[src/sv/assert_macros.svh]
// Assertion helpers shared by the RTL files.
`ifndef ASSERT_MACROS_SVH
`define ASSERT_MACROS_SVH

// Same-cycle implication, disabled while reset is asserted.
`define CHK_IMPLY(lbl, clk, rst_n, ante, cons) \
	lbl: assert property (@(posedge clk) disable iff (!rst_n) (ante) |-> (cons)) \
		else $error("same-cycle check failed");

// Next-cycle implication, disabled while reset is asserted.
`define CHK_NEXT(lbl, clk, rst_n, ante, cons) \
	lbl: assert property (@(posedge clk) disable iff (!rst_n) (ante) |=> (cons)) \
		else $error("next-cycle check failed");

`endif

[src/sv/tmbr_pkg.sv]
package tmbr_pkg;

	// Request kinds
	localparam logic [1:0] KIND_MAP_WR  = 2'd0;
	localparam logic [1:0] KIND_TILE_WR = 2'd1;
	localparam logic [1:0] KIND_RENDER  = 2'd2;

	// Configuration register indexes
	localparam logic [1:0] CFG_MAP_WIDTH  = 2'd0;
	localparam logic [1:0] CFG_MAP_HEIGHT = 2'd1;

	localparam logic [6:0] MAP_DIM_RESET = 7'd32;

	// Command queue between front and back
	localparam int QUEUE_DEPTH = 2;
	localparam int QPTR_W      = $clog2(QUEUE_DEPTH);
	localparam int QCNT_W      = $clog2(QUEUE_DEPTH + 1);

	// Classified operation handed to the back end
	typedef enum logic [2:0] {
		OP_NONE    = 3'd0,
		OP_MAP_WR  = 3'd1,
		OP_TILE_WR = 3'd2,
		OP_RENDER  = 3'd3,
		OP_OUTSIDE = 3'd4
	} op_t;

	typedef struct packed {
		op_t         op;
		logic [14:0] addr;   // store address, or map index for a render
		logic [15:0] data;
		logic [2:0]  col;    // column inside the tile
		logic [2:0]  row;    // row inside the tile
	} cmd_t;

endpackage

[src/sv/tmbr_queue.sv]
`include "assert_macros.svh"

module tmbr_queue (
	input  logic           clk,
	input  logic           arst_n,
	input  logic           push,
	input  tmbr_pkg::cmd_t push_cmd,
	output logic           full,
	input  logic           pop,
	output tmbr_pkg::cmd_t pop_cmd,
	output logic           not_empty
);
	import tmbr_pkg::*;

	cmd_t              entry_q [QUEUE_DEPTH];
	logic [QPTR_W-1:0] wr_ptr_q;
	logic [QPTR_W-1:0] rd_ptr_q;
	logic [QCNT_W-1:0] count_q;

	assign full      = (count_q == QCNT_W'(QUEUE_DEPTH));
	assign not_empty = (count_q != '0);
	assign pop_cmd   = entry_q[rd_ptr_q];

	// Advance pointers and occupancy
	always_ff @(posedge clk or negedge arst_n) begin
		if (!arst_n) begin
			wr_ptr_q <= '0;
			rd_ptr_q <= '0;
			count_q  <= '0;
		end else begin
			if (push) begin
				wr_ptr_q <= (wr_ptr_q == QPTR_W'(QUEUE_DEPTH - 1)) ? '0 : wr_ptr_q + 1'b1;
			end
			if (pop) begin
				rd_ptr_q <= (rd_ptr_q == QPTR_W'(QUEUE_DEPTH - 1)) ? '0 : rd_ptr_q + 1'b1;
			end
			if (push && !pop) begin
				count_q <= count_q + 1'b1;
			end else if (pop && !push) begin
				count_q <= count_q - 1'b1;
			end
		end
	end

	always_ff @(posedge clk) begin
		if (push) begin
			entry_q[wr_ptr_q] <= push_cmd;
		end
	end

	`CHK_IMPLY(a_no_overflow, clk, arst_n, push, !full || pop)
	`CHK_IMPLY(a_no_underflow, clk, arst_n, pop, not_empty)

endmodule

[config.mk]
export PLATFORM = sky130hd
export DESIGN_NAME = tmbr_queue
export DESIGN_NICKNAME = d
export VERILOG_FILES = /design/src/sv/tmbr_pkg.sv /design/src/sv/tmbr_queue.sv
export VERILOG_INCLUDE_DIRS = /design/src /design/src/sv
export SDC_FILE = /design/constraint.sdc
export NUM_CORES = 1
export LEC_CHECK = 0
export ABC_AREA = 1
export BUFFER_PORTS_ARGS = -buffer_cell sky130_fd_sc_hd__clkbuf_2
export CELL_PAD_IN_SITES_DETAIL_PLACEMENT = 1
export CELL_PAD_IN_SITES_GLOBAL_PLACEMENT = 1
export CORE_MARGIN = 4
export CORE_UTILIZATION = 49
export CTS_BUF_LIST = sky130_fd_sc_hd__clkbuf_8
export DETAILED_ROUTE_END_ITERATION = 12
export PLACE_DENSITY = 0.95
export SKIP_CTS_REPAIR_TIMING = 1
export SYNTH_ARGS = -nofsm -noshare
export SYNTH_HDL_FRONTEND = slang
export SYNTH_SLANG_ARGS = --single-unit
[constraint.sdc]
create_clock -name clk -period 7.38 [get_ports clk]
set_input_delay 0.369 -clock clk [delete_from_list [all_inputs] [get_ports clk]]
set_output_delay 0.369 -clock clk [all_outputs]
set_load 0.02 [all_outputs]
==> results.py <==
metrics = {
    "logic_synthesis": {
        "register_area_share_after_synthesis_pct": 75.9,
        "largest_family_of_logic_cells_by_synthesized_area": "multiplexers",
        "mappedNetlistArea_sq_um": 3300,
        "synth.area.mux_share_pct": 18.1,
        "post_synth_xor_area_fraction_pct": 0.797,
        "number_of_synthesized_register_bits": 84,
        "yosys.area_share.adder_pct": 0.380,
        "mappedNetlistNets": 195,
        "synth_cells": 150,
        "synth-warning-count": 0,
        "synth_cell_types": 14,
        "area_share_of_and_or_nand_nor_cells_after_synthesis_pct": 1.25,
        "synth.avg_cell_area_sq_um": 22.0,
        "synth-compound-area-share_pct": 0,
    },
    "finish": {
        "layoutNonFillerInstCount": 325,
        "multi_input_gate_area_in_the_final_layout_sq_um": 684,
        "syn2layout_area_growth_pct": 19.5,
        "n_antenna_cell": 0,
        "post_route_cells_drive_above_1_share_pct": 57.7,
        "num-nets-final": 289,
        "seq_area_sq_um": 2500,
        "layout.cells.most_common_list": "sky130_fd_sc_hd__clkbuf_2 (85), sky130_fd_sc_hd__edfxtp_1 (80), sky130_fd_sc_hd__mux2_4 (39), sky130_fd_sc_hd__clkbuf_8 (9)",
        "layout.filler_cells": 597,
        "final_common_cell": "sky130_fd_sc_hd__clkbuf_2",
    },
    "pwr": {
        "internal_power_uw": 1030,
        "power.share.clock_pct": 19.7,
        "total_leakage_power_uw": 0.00165,
        "share_seq_of_total_power_pct": 45.5,
        "combinationalPowerShare_pct": 34.8,
        "power.switching_fraction_pct": 32.9,
        "p_sw_uw": 504,
        "worst_ir_drop_on_vdd_v": 0.000184,
        "power_per_cell_area_nw_per_um2": 389,
    },
    "floorplanning": {
        "chipHeight_um": 90.0,
        "design.die.area_sq_um": 8100,
        "design.core.area_sq_um": 6460,
        "std_cell_rows": 29,
        "top_level_pins": 86,
        "die_w_um": 90.0,
        "start_util_pct": 51.0,
    },
    "timing": {
        "worst_pin_slew_ns": 1.16,
        "slew_violations": 0,
        "timing.final.hold_violations": 0,
        "fmaxAchievable_mhz": 394,
        "setup_viol_count_final": 0,
        "clock_skew_ns": 0.00811,
        "setup_repair_after_global_routing_missed_its_margin": "false",
        "max-slew-margin-rel_pct": 22.6,
        "time_the_final_worst_path_needs_with_i_o_delays_and_setup_ns": 2.54,
        "final.period_utilization_pct": 34.4,
        "final.setup.tns_ns": 0,
        "fin_worst_hold_slack_ns": 0.215,
    },
    "global_routing": {
        "grtUsageTotal_pct": 15.7,
        "grt_antenna_before_repair": 0,
        "grt_pass1_wl_um": 9590,
        "first_global_vias": 1786,
        "overflow": 0,
        "maximum_number_of_pins_on_one_net_before_global_route_repair": 41,
    },
    "place": {
        "detailed_place_hpwl_um": 4260,
        "gpl.final_weighted_congestion": 0.658,
        "number_of_port_buffers": 85,
        "dp_cells": 309,
    },
    "routing": {
        "detail_route.first_pass.iterations": 4,
        "antenna_violating_nets_post_route": 0,
        "wl_per_cell_um": 18.4,
        "routed_via_density": 5.00,
        "via_count": 1624,
        "drt_iter0_markers": 55,
        "detail_route.drc_violations": 0,
        "finalWirelength_um": 5970,
    },
    "critical_path": {
        "endpoint_kind": "output port",
        "timing.critical_path.arrival_ns": 2.17,
        "startpoint_type": "flop",
        "crit_path_class": "reg2out",
        "critPathMaxFanout": 21,
        "cp_data_required_time_ns": 7.01,
    },
    "clock_tree": {
        "clock_tree.htree_level_count": 3,
        "cts_made_buffers": 9,
        "cts.sinks": 84,
        "cts.clk_slew.worst_paths_ns": 0.08,
        "cts_root_buf": "sky130_fd_sc_hd__clkbuf_8",
        "worst_skew_pair_latency_ns": 0.34,
        "cts_tree": "yes",
        "cts_buffer_depth": 2,
    },
    "hold_path": {
        "hp-class": "in2reg",
    },
    "outcome": {
        "status": "completed",
    },
    "flow_run": {
        "number_of_maximum_capacitance_violations": 0,
    },
}
[critical path, stage by stage, from the launching register on]
cell                       delay [ns]
sky130_fd_sc_hd__dfrtp_2         0.81
sky130_fd_sc_hd__buf_4           0.47
sky130_fd_sc_hd__mux2_2          0.38
sky130_fd_sc_hd__clkbuf_2        0.15
[area by class of cell]
class	count	share of cell area [%]
sequential	84	63.5
multi-input combinational	54	17.4
timing repair buffer	88	11.4
clock buffer	9	3.14
tap	77	2.44
clock inverter	6	1.43
inverter	7	0.667
[cell families (layout without fill, tap and decap cells)]
group,count (synthesis),in the layout
buf+inv,12,110
fa+ha+maj,1,1
xor+xnor,3,3
simple gates,10,10
mux,40,40
flops,84,84
[state kept, by name, indices dropped and copies added (netlist names)]
name and flops:
count_q 2, entry_q 80, rd_ptr_q 1, wr_ptr_q 1
[path summary, 6_finish.rpt]
| kind | start | end | slack (ns) | depth (start not counted) |
|---|---|---|---|---|
| worst max register to register | wr_ptr_q$_DFFE_PN0P_ | entry_q[1][29]$_DFFE_PP_ | 5.50 | 3 |
| min in group asynchronous | arst_n | rd_ptr_q$_DFFE_PN0P_ | 0.37 | 2 |
| worst max-delay path | rd_ptr_q$_DFFE_PN0P_ | pop_cmd[19] | 4.84 | 3 |
| worst min register to register | count_q[1]$_DFFE_PN0P_ | count_q[1]$_DFFE_PN0P_ | 0.52 | 2 |
| worst min-delay path | push_cmd[38] | entry_q[0][38]$_DFFE_PP_ | 0.21 | 1 |
| max in group asynchronous | arst_n | rd_ptr_q$_DFFE_PN0P_ | 6.87 | 2 |
[metal layers]
layer,up-vias,GRT usage [%],wire [um]
li1,759,-,-
met1,795,18.4,2420
met2,60,26.3,3150
met3,10,4.01,268
met4,0,8.55,138
met5,-,0,0
[cell usage after synthesis]
| library cell | instances | share of area (%) |
|---|---|---|
| sky130_fd_sc_hd__mux2_4 | 39 | 18 |
| sky130_fd_sc_hd__xnor2_1 | 1 | 0.27 |
| sky130_fd_sc_hd__edfxtp_1 | 80 | 73 |
| sky130_fd_sc_hd__nand4_1 | 1 | 0.19 |
| sky130_fd_sc_hd__nor2_1 | 2 | 0.23 |
| sky130_fd_sc_hd__inv_1 | 7 | 0.80 |
| sky130_fd_sc_hd__mux2_2 | 1 | 0.34 |
| sky130_fd_sc_hd__dfrtp_1 | 4 | 3.0 |
| sky130_fd_sc_hd__xor2_1 | 2 | 0.53 |
| sky130_fd_sc_hd__buf_12 | 4 | 2.4 |
| sky130_fd_sc_hd__buf_6 | 1 | 0.34 |
| sky130_fd_sc_hd__nand2_1 | 6 | 0.68 |
| sky130_fd_sc_hd__ha_1 | 1 | 0.38 |
| sky130_fd_sc_hd__nand3_1 | 1 | 0.15 |
[metrics by stage]
step	instance area [sq um]	power [uW]	worst slack (ns)	utilization, %
floorplan	3300	1130	4.85	-
global placement	3750	1230	5.21	58.1
detailed placement	3750	1250	5.18	58.1
CTS	3930	1560	4.80	60.9
global route	3940	1610	4.70	61.0
finish	3940	1530	4.84	61.0
[power by group through the flow]
stage	Clock (uW)	Combinational (uW)	Sequential, uW
finish	303	533	698
global route	335	568	712
CTS	312	544	701
detailed placement	0	542	711
global placement	0	530	698
floorplan	0	465	668
No activity file was read; power rests on OpenSTA's default activity.
