===== src/sv/assert_macros.svh =====
// Assertion helpers shared by the RTL files.
`ifndef ASSERT_MACROS_SVH
`define ASSERT_MACROS_SVH

// Same-cycle implication, disabled while reset is asserted.
`define CHK_IMPLY(lbl, clk, rst_n, ante, cons) \
	lbl: assert property (@(posedge clk) disable iff (!rst_n) (ante) |-> (cons)) \
		else $error("same-cycle check failed");

// Next-cycle implication, disabled while reset is asserted.
`define CHK_NEXT(lbl, clk, rst_n, ante, cons) \
	lbl: assert property (@(posedge clk) disable iff (!rst_n) (ante) |=> (cons)) \
		else $error("next-cycle check failed");

`endif


===== src/sv/tmbr_pkg.sv =====
package tmbr_pkg;

	// Request kinds
	localparam logic [1:0] KIND_MAP_WR  = 2'd0;
	localparam logic [1:0] KIND_TILE_WR = 2'd1;
	localparam logic [1:0] KIND_RENDER  = 2'd2;

	// Configuration register indexes
	localparam logic [1:0] CFG_MAP_WIDTH  = 2'd0;
	localparam logic [1:0] CFG_MAP_HEIGHT = 2'd1;

	localparam logic [6:0] MAP_DIM_RESET = 7'd32;

	// Command queue between front and back
	localparam int QUEUE_DEPTH = 2;
	localparam int QPTR_W      = $clog2(QUEUE_DEPTH);
	localparam int QCNT_W      = $clog2(QUEUE_DEPTH + 1);

	// Classified operation handed to the back end
	typedef enum logic [2:0] {
		OP_NONE    = 3'd0,
		OP_MAP_WR  = 3'd1,
		OP_TILE_WR = 3'd2,
		OP_RENDER  = 3'd3,
		OP_OUTSIDE = 3'd4
	} op_t;

	typedef struct packed {
		op_t         op;
		logic [14:0] addr;   // store address, or map index for a render
		logic [15:0] data;
		logic [2:0]  col;    // column inside the tile
		logic [2:0]  row;    // row inside the tile
	} cmd_t;

endpackage


===== src/sv/tmbr_front.sv =====
module tmbr_front #(
	parameter int MAP_ENTRIES = 4096,
	parameter int TILE_COUNT  = 1024
) (
	input  logic               clk,
	input  logic               arst_n,
	input  logic               req_valid,
	output logic               req_stall,
	input  logic [1:0]         kind,
	input  logic [14:0]        address,
	input  logic [15:0]        data,
	input  logic [8:0]         pixel_x,
	input  logic [8:0]         pixel_y,
	input  logic [6:0]         map_width,
	input  logic [6:0]         map_height,
	output logic               push,
	output tmbr_pkg::cmd_t     push_cmd,
	input  logic               queue_full
);
	import tmbr_pkg::*;

	localparam int TILE_BYTES = TILE_COUNT * 32;

	logic [5:0]  tx;
	logic [5:0]  ty;
	logic [12:0] row_base;
	logic [13:0] map_idx;
	logic        outside;
	logic        accept;
	cmd_t        cmd_d;
	cmd_t        cmd_s1;
	logic        vld_s1;

	// Map coordinates of the requested pixel
	assign tx       = pixel_x[8:3];
	assign ty       = pixel_y[8:3];
	assign row_base = 13'(ty) * 13'(map_width);
	assign map_idx  = 14'(row_base) + 14'(tx);
	assign outside  = ({1'b0, tx} >= map_width) || ({1'b0, ty} >= map_height)
		|| (16'(map_idx) >= 16'(MAP_ENTRIES));

	// Classify the request
	always_comb begin
		cmd_d      = '0;
		cmd_d.data = data;
		cmd_d.col  = pixel_x[2:0];
		cmd_d.row  = pixel_y[2:0];
		cmd_d.addr = address;
		case (kind)
			KIND_MAP_WR: begin
				cmd_d.op = ({1'b0, address} < 16'(MAP_ENTRIES)) ? OP_MAP_WR : OP_NONE;
			end
			KIND_TILE_WR: begin
				cmd_d.op = ({1'b0, address} < 16'(TILE_BYTES)) ? OP_TILE_WR : OP_NONE;
			end
			KIND_RENDER: begin
				cmd_d.op   = outside ? OP_OUTSIDE : OP_RENDER;
				cmd_d.addr = 15'(map_idx);
			end
			default: begin
				cmd_d.op = OP_NONE;
			end
		endcase
	end

	// Hold the stage while the queue is full
	assign push      = vld_s1 && !queue_full;
	assign req_stall = vld_s1 && queue_full;
	assign accept    = req_valid && !req_stall;
	assign push_cmd  = cmd_s1;

	always_ff @(posedge clk or negedge arst_n) begin
		if (!arst_n) begin
			vld_s1 <= 1'b0;
		end else if (accept) begin
			vld_s1 <= 1'b1;
		end else if (push) begin
			vld_s1 <= 1'b0;
		end
	end

	always_ff @(posedge clk) begin
		if (accept) begin
			cmd_s1 <= cmd_d;
		end
	end

endmodule


===== config.mk =====
export PLATFORM = sky130hd
export DESIGN_NAME = tmbr_front
export DESIGN_NICKNAME = d
export VERILOG_FILES = /design/src/sv/assert_macros.svh /design/src/sv/tmbr_pkg.sv /design/src/sv/tmbr_front.sv
export SDC_FILE = /design/constraint.sdc
export NUM_CORES = 1
export LEC_CHECK = 0
export BUFFER_PORTS_ARGS = -buffer_cell sky130_fd_sc_hd__buf_2
export CELL_PAD_IN_SITES_DETAIL_PLACEMENT = 1
export CELL_PAD_IN_SITES_GLOBAL_PLACEMENT = 1
export CORE_MARGIN = 5
export CORE_UTILIZATION = 35
export DETAILED_ROUTE_END_ITERATION = 12
export GPL_TIMING_DRIVEN = 0
export PLACE_DENSITY = 0.83
export SETUP_SLACK_MARGIN = 0.5
export SYNTH_ARGS = -nofsm -noshare
export SYNTH_HDL_FRONTEND = slang
export SYNTH_SLANG_ARGS = --single-unit

===== constraint.sdc =====
create_clock -name clk -period 2.9 [get_ports clk]
set_clock_uncertainty 0.2 [all_clocks]
set_input_delay 0.725 -clock clk [delete_from_list [all_inputs] [get_ports clk]]
set_output_delay 0.725 -clock clk [all_outputs]
set_load 0.02 [all_outputs]

==> flow_summary_export.csv <==
group,metric,value,unit
run_status,status,"finished with violations",
run_status,violations,"setup timing",
logic_synthesis,synth_seq_cells,41,
setup_path,r2r_cells,2,
sta,worst_pin_slew,1.070,ns
die,die_w,107.4,um
setup_path,cp-end-kind,"register",
clock_tree,clkLatencyLatePin,0.29,ns
power,peakVddDrop,0.0002505,V
grt,grt_pass1_wl,15.96,mm
logic_synthesis,synthFlopType,"edfxtp_1",
grt,grt_pass1_vias,3217,
finish,fillers,1010,
sta,relSlewSlack,28.52,%
logic_synthesis,yosys.area.top_type,"edfxtp_1",
sta,period_needed,4.834,ns
flow_run,max-cap-violations,0,
power,total_leakage_power,2.208,nW
drt,first_iter_violations,46,
die,num_io_pins,111,
finish,syn2layout_area_growth,44.54,%
grt,grt_max_degree,41,
logic_synthesis,synth_async_sr_flop_share,2.439,%
setup_path,critPathKind,"primary input to register",
drt,routed_wl,10.50,mm
die,die_h,107.4,um
logic_synthesis,yosysWarnings,0,
finish,register_area,0.001226,mm^2
logic_synthesis,ys_types,43,
finish,multiInputGateArea,0.002395,mm^2
logic_synthesis,netlist_area,0.003323,mm^2
finish,fin_cells,559,
logic_synthesis,netlist_instances,291,
placement,place_ws,-2.401,ns
drt,dr.pass1.iters,4,
clock_tree,htree_levels,2,
sta,setup_viol,15,
grt,antenna_found_initial,0,
sta,slew_viol_final,0,
logic_synthesis,synth_area_leaders,"edfxtp_1 (36%), ha_1 (18%), fa_1 (14%)",
sta,hold_viol,0,
setup_path,arrival,4.68,ns
hold_path,hold_depth,1,
setup_path,cp.required,2.75,ns
clock_tree,clock_sinks,41,
drt,ant_nets,0,
clock_tree,cts_made_buffers,5,
die,fp-row-count,35,
finish,nNetsFinal,570,
logic_synthesis,synth_top_area_share,36.14,%
placement,hpwl,7.723,mm
sta,fin_hold_ws,0.4009,ns
sta,fin_crit_sh,166.7,%
power,power.density,615.1,mW/mm^2
die,core_area,0.009240,mm^2
die,dieArea,0.01154,mm^2
drt,drcViolationCount,0,
sta,max_freq,206.8,MHz
placement,port_buffers,110,
logic_synthesis,yosys.cell_count.top_type,"ha_1",
clock_tree,root_buffer,"clkbuf_8",
sta,rsz0062_at_grt,"true",
placement,routabilityCongestion,0.7917,
die,start_util,35.96,%
drt,num_vias,2789,
clock_tree,clk_pin_slew_worst_paths,0.08,ns
clock_tree,cts_buffer_depth,2,
drt,viasPerCell,4.989,
grt,grtUsageTotal,17.62,%
logic_synthesis,syn_nets,432,
logic_synthesis,avgSynthCellArea,11.42,um^2
grt,overflow,0,
placement,dp_cells,530,
hold_path,hold_path.class,"primary input to register",
logic_synthesis,ys_seq_area_share,36.90,%
setup_path,cp-start-kind,"primary input",
clock_tree,cts_tree,"done",
logic_synthesis,synth_common_cells,"ha_1 (48), edfxtp_1 (40), and2_1 (33), inv_1 (29), fa_1 (24)",
logic_synthesis,synth_edf_count,40,
finish,antenna_cells,0,
sta,worst_slack,-1.934,ns
drt,wire_per_inst,18.79,um
setup_path,critPathMaxFanout,4,
finish,drive_above_1_share,45.81,%
-- flip-flops by register name (all words and copies together) (netlist names) --
name	count
push_cmd	40
vld_s1	1
-- final timing paths --
path	from	end	slack [ns]
min in group asynchronous	arst_n	vld_s1$_DFFE_PN0P_	0.55
max reg2reg	vld_s1$_DFFE_PN0P_	push_cmd[16]$_DFFE_PP_	0.90
max in group asynchronous	arst_n	vld_s1$_DFFE_PN0P_	1.86
max	map_width[1]	push_cmd[38]$_DFFE_PP_	-1.93
min	pixel_x[1]	push_cmd[4]$_DFFE_PP_	0.40
min reg2reg	vld_s1$_DFFE_PN0P_	vld_s1$_DFFE_PN0P_	0.51
-- report_power, final --
part           switching, W  leakage (nW)  internal, W
clock              0.000197        0.0455     0.000166
sequential        0.0000104         0.394     0.000711
combinational      0.000961          1.77     0.000909
-- cells in the final DEF, fill, tap and decap left out, types with 4 or more instances in the layout --
| cell type | instances |
|---|---|
| o21ai_1 | 9 |
| ha_4 | 14 |
| and2_4 | 9 |
| edfxtp_1 | 40 |
| inv_1 | 26 |
| xnor2_2 | 4 |
| buf_2 | 99 |
| buf_4 | 15 |
| nor2_1 | 8 |
| clkbuf_8 | 5 |
| nor3_1 | 4 |
| buf_6 | 13 |
| ha_1 | 34 |
| nand2_1 | 21 |
| a21oi_1 | 5 |
| and2_1 | 24 |
| fa_1 | 24 |
-- metrics by stage --
stage | util (%) | power (W) | setup TNS [ns] | area (um^2)
6_report | 51.98 | 0.002955 | -22.36 | 4803
5_1_grt | 51.98 | 0.003142 | -23.58 | 4803
4_1_cts | 49.75 | 0.002654 | -21.19 | 4597
3_5_place_dp | 44.83 | 0.001890 | -26.77 | 4143
3_3_place_gp | 44.83 | 0.001838 | -25.68 | 4143
2_1_floorplan | - | 0.001569 | -20.84 | 3431
-- per-layer routing --
| layer | track usage (%) | vias to the layer above | part of all wire, % |
|---|---|---|---|
| li1 | - | 1298 | - |
| met1 | 19.11 | 1374 | 39 |
| met2 | 33.20 | 103 | 53 |
| met3 | 4.139 | 14 | 6.5 |
| met4 | 6.222 | 0 | 2.0 |
| met5 | 0 | - | 0 |
-- what timing repair did --
item                       CTS  global route
hold buffers                 1             0
buffers inserted            12             8
pin swaps                   26            30
setup endpoints to repair   15            16
resized for setup           60            28
gates cloned                 0             0
hold endpoints to repair     1             0
-- area by class of cell --
class,instances,area share [%]
clock buffers,5,1.433
well taps,129,3.360
multi-input cells,218,49.86
flip-flops and latches,41,25.53
clock inverters,3,0.3647
plain buffers,3,0.2344
inverters,29,2.370
repair buffers,131,16.85
-- critical path: stages --
cell and delay, ns:
buf_8 0.10, and2_4 0.15, fa_1 0.49, fa_1 0.54, fa_1 0.43, fa_1 0.54
ha_4 0.22, a21o_1 0.19, a221o_2 0.40, a2111oi_4 0.38, nor2_2 0.09, xnor2_2 0.17
a32o_1 0.24
-- cells by family (layout without fill, tap and decap cells) --
group                    Yosys count  after routing  share of synthesized area (%)
AND/OR/NAND/NOR                   89             89                          14.38
adder cells (fa/ha/maj)           72             72                          32.53
AO/OA/AOI/OAI                     45             45                          8.923
flip-flops                        41             41                          36.90
buffers and inverters             32            171                          3.614
XOR/XNOR                           8              8                          2.335
multiplexers                       4              4                          1.318
Power figures use the tool's default switching activity.
